### src/hw/rtl/sacl_pkg.sv
// ----------------------------------------------------------------------------
// sacl_pkg
// Types and constants of the set-associative cache tag engine.
// ----------------------------------------------------------------------------
package sacl_pkg;

  localparam int ADDR_W           = 32;
  localparam int STAT_W           = 32;
  localparam int WAY_IDX_W        = 3;
  localparam int DEF_WAYS         = 4;
  localparam int DEF_SETS         = 256;
  localparam int DEF_BLOCK_BYTES  = 32;
  localparam int DEF_COUNT_BITS   = 16;
  localparam int S_TDATA_W        = 32;
  localparam int S_TUSER_W        = 2;
  localparam int M_TDATA_W        = 168;

  typedef enum logic {
    OP_READ  = 1'b0,
    OP_WRITE = 1'b1
  } op_e;

  typedef enum logic {
    POL_LRU = 1'b0,
    POL_LFU = 1'b1
  } policy_e;

  typedef struct packed {
    logic              dirty_in;
    op_e               opcode;
    logic [ADDR_W-1:0] address;
  } req_t;

  // lowest field in lowest bits
  typedef struct packed {
    logic [STAT_W-1:0]    writebacks_total;
    logic [STAT_W-1:0]    write_misses_total;
    logic [STAT_W-1:0]    read_misses_total;
    logic [STAT_W-1:0]    writes_total;
    logic [STAT_W-1:0]    reads_total;
    logic [WAY_IDX_W-1:0] victim_way;
    logic                 writeback;
    logic                 hit;
  } res_t;

  typedef struct packed {
    logic clearing;
  } back_status_t;

endpackage

### src/hw/rtl/sacl_front.sv
// ----------------------------------------------------------------------------
// sacl_front
// Request intake: takes access requests and queues them for the back end.
// ----------------------------------------------------------------------------
module sacl_front (
  input  logic                           clk_i,
  input  logic                           rst_ni,
  input  logic                           s_axis_tvalid,
  output logic                           s_axis_tready,
  input  logic [sacl_pkg::S_TDATA_W-1:0] s_axis_tdata,
  input  logic [sacl_pkg::S_TUSER_W-1:0] s_axis_tuser,
  input  sacl_pkg::back_status_t         status_i,
  output logic                           q_valid_o,
  output sacl_pkg::req_t                 q_req_o,
  input  logic                           q_pop_i
);
  import sacl_pkg::*;

  req_t       buf_q [2];
  logic       wr_ptr_q, rd_ptr_q;
  logic [1:0] cnt_q;
  logic       push;
  req_t       req_in;

  always_comb begin
    req_in          = '0;
    req_in.address  = s_axis_tdata;
    req_in.opcode   = op_e'(s_axis_tuser[0]);
    req_in.dirty_in = s_axis_tuser[1];
  end

  assign s_axis_tready = (cnt_q != 2'd2) && !status_i.clearing;
  assign push          = s_axis_tvalid && s_axis_tready;
  assign q_valid_o     = (cnt_q != 2'd0);
  assign q_req_o       = buf_q[rd_ptr_q];

  always_ff @(posedge clk_i or negedge rst_ni) begin
    if (!rst_ni) begin
      wr_ptr_q <= 1'b0;
      rd_ptr_q <= 1'b0;
      cnt_q    <= 2'd0;
    end else begin
      if (push) begin
        wr_ptr_q <= ~wr_ptr_q;
      end
      if (q_pop_i) begin
        rd_ptr_q <= ~rd_ptr_q;
      end
      if (push && !q_pop_i) begin
        cnt_q <= cnt_q + 2'd1;
      end else if (!push && q_pop_i) begin
        cnt_q <= cnt_q - 2'd1;
      end
    end
  end

  always_ff @(posedge clk_i) begin
    if (push) begin
      buf_q[wr_ptr_q] <= req_in;
    end
  end

endmodule

### config.mk
export PLATFORM = sky130hd
export DESIGN_NAME = sacl_front
export DESIGN_NICKNAME = d
export VERILOG_FILES = /design/src/hw/rtl/sacl_pkg.sv /design/src/hw/rtl/sacl_front.sv
export SDC_FILE = /design/constraint.sdc
export NUM_CORES = 1
export LEC_CHECK = 0
export ABC_AREA = 1
export BUFFER_PORTS_ARGS = -buffer_cell sky130_fd_sc_hd__clkbuf_2
export CAP_MARGIN = 30
export CORE_MARGIN = 4
export CORE_UTILIZATION = 40
export CTS_BUF_LIST = sky130_fd_sc_hd__clkbuf_8 sky130_fd_sc_hd__clkbuf_16
export DETAILED_ROUTE_END_ITERATION = 8
export HOLD_SLACK_MARGIN = 0.15
export SLEW_MARGIN = 20
export SYNTH_ARGS = -nofsm -noshare
export SYNTH_HDL_FRONTEND = slang
export SYNTH_SLANG_ARGS = --single-unit
### constraint.sdc
create_clock -name clk_i -period 2.84 [get_ports clk_i]
set_clock_uncertainty 0.05 [all_clocks]
set_input_delay 0.568 -clock clk_i [delete_from_list [all_inputs] [get_ports clk_i]]
set_output_delay 0.568 -clock clk_i [all_outputs]
set_load 0.01 [all_outputs]
==> flow_summary.ini <==
[synthesis]
synth.largest_area_cell = edfxtp_1
async_reset_ff_frac = 0.0556
netlist.area_leader.share = 0.721
syn_avg_cell_area_um2 = 20.8
synth_seq_cells = 72
synth_nets = 176
synth.distinct_cells = 15
syn_inst = 136
ys.flop_type = edfxtp_1
yosys-top-cells-area = edfxtp_1 72%, mux2_4 15%, dfrtp_1 3.5%, buf_12 2.1%, mux2_2 2.0%
synth_most_common_cell = edfxtp_1
synth-edff-count = 68
yosysWarnings = 0
syn-cell-area_um2 = 2830
yosysSeqAreaShare = 0.757
synth_common_cells = 68 x edfxtp_1, 29 x mux2_4, 9 x inv_1

[cts]
clk_pin_slew_worst_paths_ns = 0.07
cts_buffers = 9
post_cts_buffers = 0
holdBufCountCts = 1
cts_tree = yes
clk-insertion-delay-late_ns = 0.33
root_buffer = clkbuf_8
clock_sinks = 72
post_cts_resized = 0
cts_buffer_depth = 2
cts_max_level = 3

[routing]
vias = 1406
top_layer_used = met4
met1_length_um = 1860
wire_per_inst_um = 14.0
drt-pass1-iter-count = 3
final_antenna_net_count = 0
avgViaCountPerCell = 4.34
finalWirelength_um = 4520
drc = 0
drtIter0Drc = 48
wl_met2_um = 2370
dr_wl_met3_um = 251

[cells_and_area]
final_layout_size_suffix_gt1_frac = 0.570
layout.nets = 263
final_cells = 324
area_growth_pct = 26.3
n_antenna_cell = 0
design_area_um2 = 3580

[global_routing]
grt_usage = 0.115
antenna_found_initial = 0
grt_overflow = 0
grt_max_degree = 23
first_global_vias = 1455
grt_pass1_wl_um = 7120

[worst_hold_path]
hold_path.class = primary input to register

[setup_path]
crit_family = buffers and inverters
critPathKind = register to primary output
crit_path_max_fanout = 22
cp-start-kind = register
crit_chain = buf_4 -> mux2_2 -> clkbuf_2
cp.arrival_ns = 1.56
slowest_stage = mux2_2
cp_data_required_time_ns = 2.22
crit_buf_inv = 2
cpPeakStageDelay_ns = 0.39
end_kind = primary output

[timing]
hold_viol_final = 0
setup_viol = 0
fmax_mhz = 459
fin_setup_tns_ns = 0
timing.final.crit_share = 0.767
rsz0062_at_grt = no
finalMaxSlewViolations = 0
finalWorstSetupSlack_ns = 0.662
tightestPinTransition_ns = 0.517
slew_headroom = 0.655
hold_slack_ns = 0.374
min_period_ns = 2.18

[pwr]
clkPwrFrac = 0.303
switchingPower_mw = 0.871
seq_power_share = 0.408
powerDensity_nw_per_um2 = 939
p_leak_nw = 1.49
p_sw_frac = 0.259
p_int_mw = 2.49
combPwrFrac = 0.289
peakVddDrop_mv = 0.459

[die]
initial_core_util = 0.414
die_w_um = 92.1
core_area_um2 = 6830
ios = 75
rows = 30
die_area_um2 = 8490
dieHeight_um = 92.1

[placement]
placed_cells = 307
pre_cts_ws_ns = 0.892
place_area_um2 = 3310
dp_hpwl_um = 3120
portBuffers = 74
place.gp.congestion = 0.684

[status]
status = completed

[run]
drv_cap = 0
## cell type report
type | instances | area, µm²
sequential | 72 | 2140
inverter | 9 | 33.8
clock buffer | 9 | 124
clock inverter | 7 | 134
multi-input combinational | 51 | 591
tap | 96 | 120
timing repair buffer | 80 | 430
fill | 583 | 3260
## state kept, by name, summed over array words and instances, names as in the netlist
register,count
buf_q,68
cnt_q,2
rd_ptr_q,1
wr_ptr_q,1
## cells by family after synthesis
group | count (synthesis) | synth area share
adder cells (fa/ha/maj) | 1 | 0.00442
multiplexers | 34 | 0.174
flip-flops | 72 | 0.757
XOR/XNOR | 2 | 0.00619
AND/OR/NAND/NOR | 13 | 0.0199
buffers and inverters | 13 | 0.0371
AO/OA/AOI/OAI | 1 | 0.00177
## power groups by stage
stage	Sequential (mW)	Clock, mW	Combinational, mW
global route	1.38	1.09	1.05
global placement	1.39	0	0.993
CTS	1.37	1.04	0.996
finish	1.37	1.02	0.970
detailed placement	1.39	0	0.992
floorplan	1.39	0	0.759
## worst reg2reg max path, delay by kind of cell (launching register included)
kind	cells	cell delay, ns
buffers and inverters	2	0.33
flip-flops	1	0.39
AND/OR/NAND/NOR	3	0.68
## placed cells by master (no fill, tap or decap)
cell type	Yosys	routed
clkbuf_2	0	74
edfxtp_1	68	68
mux2_4	29	29
inv_1	9	9
clkbuf_8	0	9
nand2_1	8	8
mux2_2	5	5
bufinv_16	0	4
buf_4	0	4
dfrtp_1	4	3
nand3_1	2	2
nand4_1	2	2
clkinv_2	0	2
a21oi_1	1	1
nor2_4	0	1
xnor2_1	1	1
xor2_1	1	1
ha_1	1	1
clkinv_1	0	1
dlygate4sd3_1	0	1
buf_12	3	1
dfrtp_2	0	1
## routing by layer
| metal | vias up | global-route usage |
|---|---|---|
| li1 | 687 | - |
| met1 | 679 | 0.134 |
| met2 | 36 | 0.186 |
| met3 | 4 | 0.0443 |
| met4 | 0 | 0.0557 |
| met5 | - | 0 |
## stage by stage
step                       util  total power, mW
after floorplan               -             2.15
after global placement    0.484             2.38
after detailed placement  0.484             2.39
after CTS                 0.523             3.41
after global routing      0.523             3.53
final                     0.523             3.36
## final timing paths
check,start,end,slack (ns),cells after the start
hold / removal,s_axis_tdata[15],buf_q[1][15]$_DFFE_PP_,0.37,1
max in group asynchronous,rst_ni,rd_ptr_q$_DFFE_PN0P_,2.08,2
setup / recovery,rd_ptr_q$_DFFE_PN0P_,q_req_o[27],0.66,3
hold reg to reg,wr_ptr_q$_DFFE_PN0N_,wr_ptr_q$_DFFE_PN0N_,0.44,2
min in group asynchronous,rst_ni,cnt_q[0]$_DFFE_PN0P_,0.52,2
setup reg to reg,cnt_q[0]$_DFFE_PN0P_,buf_q[1][13]$_DFFE_PP_,1.10,5
(Power assumes the default switching activity.)
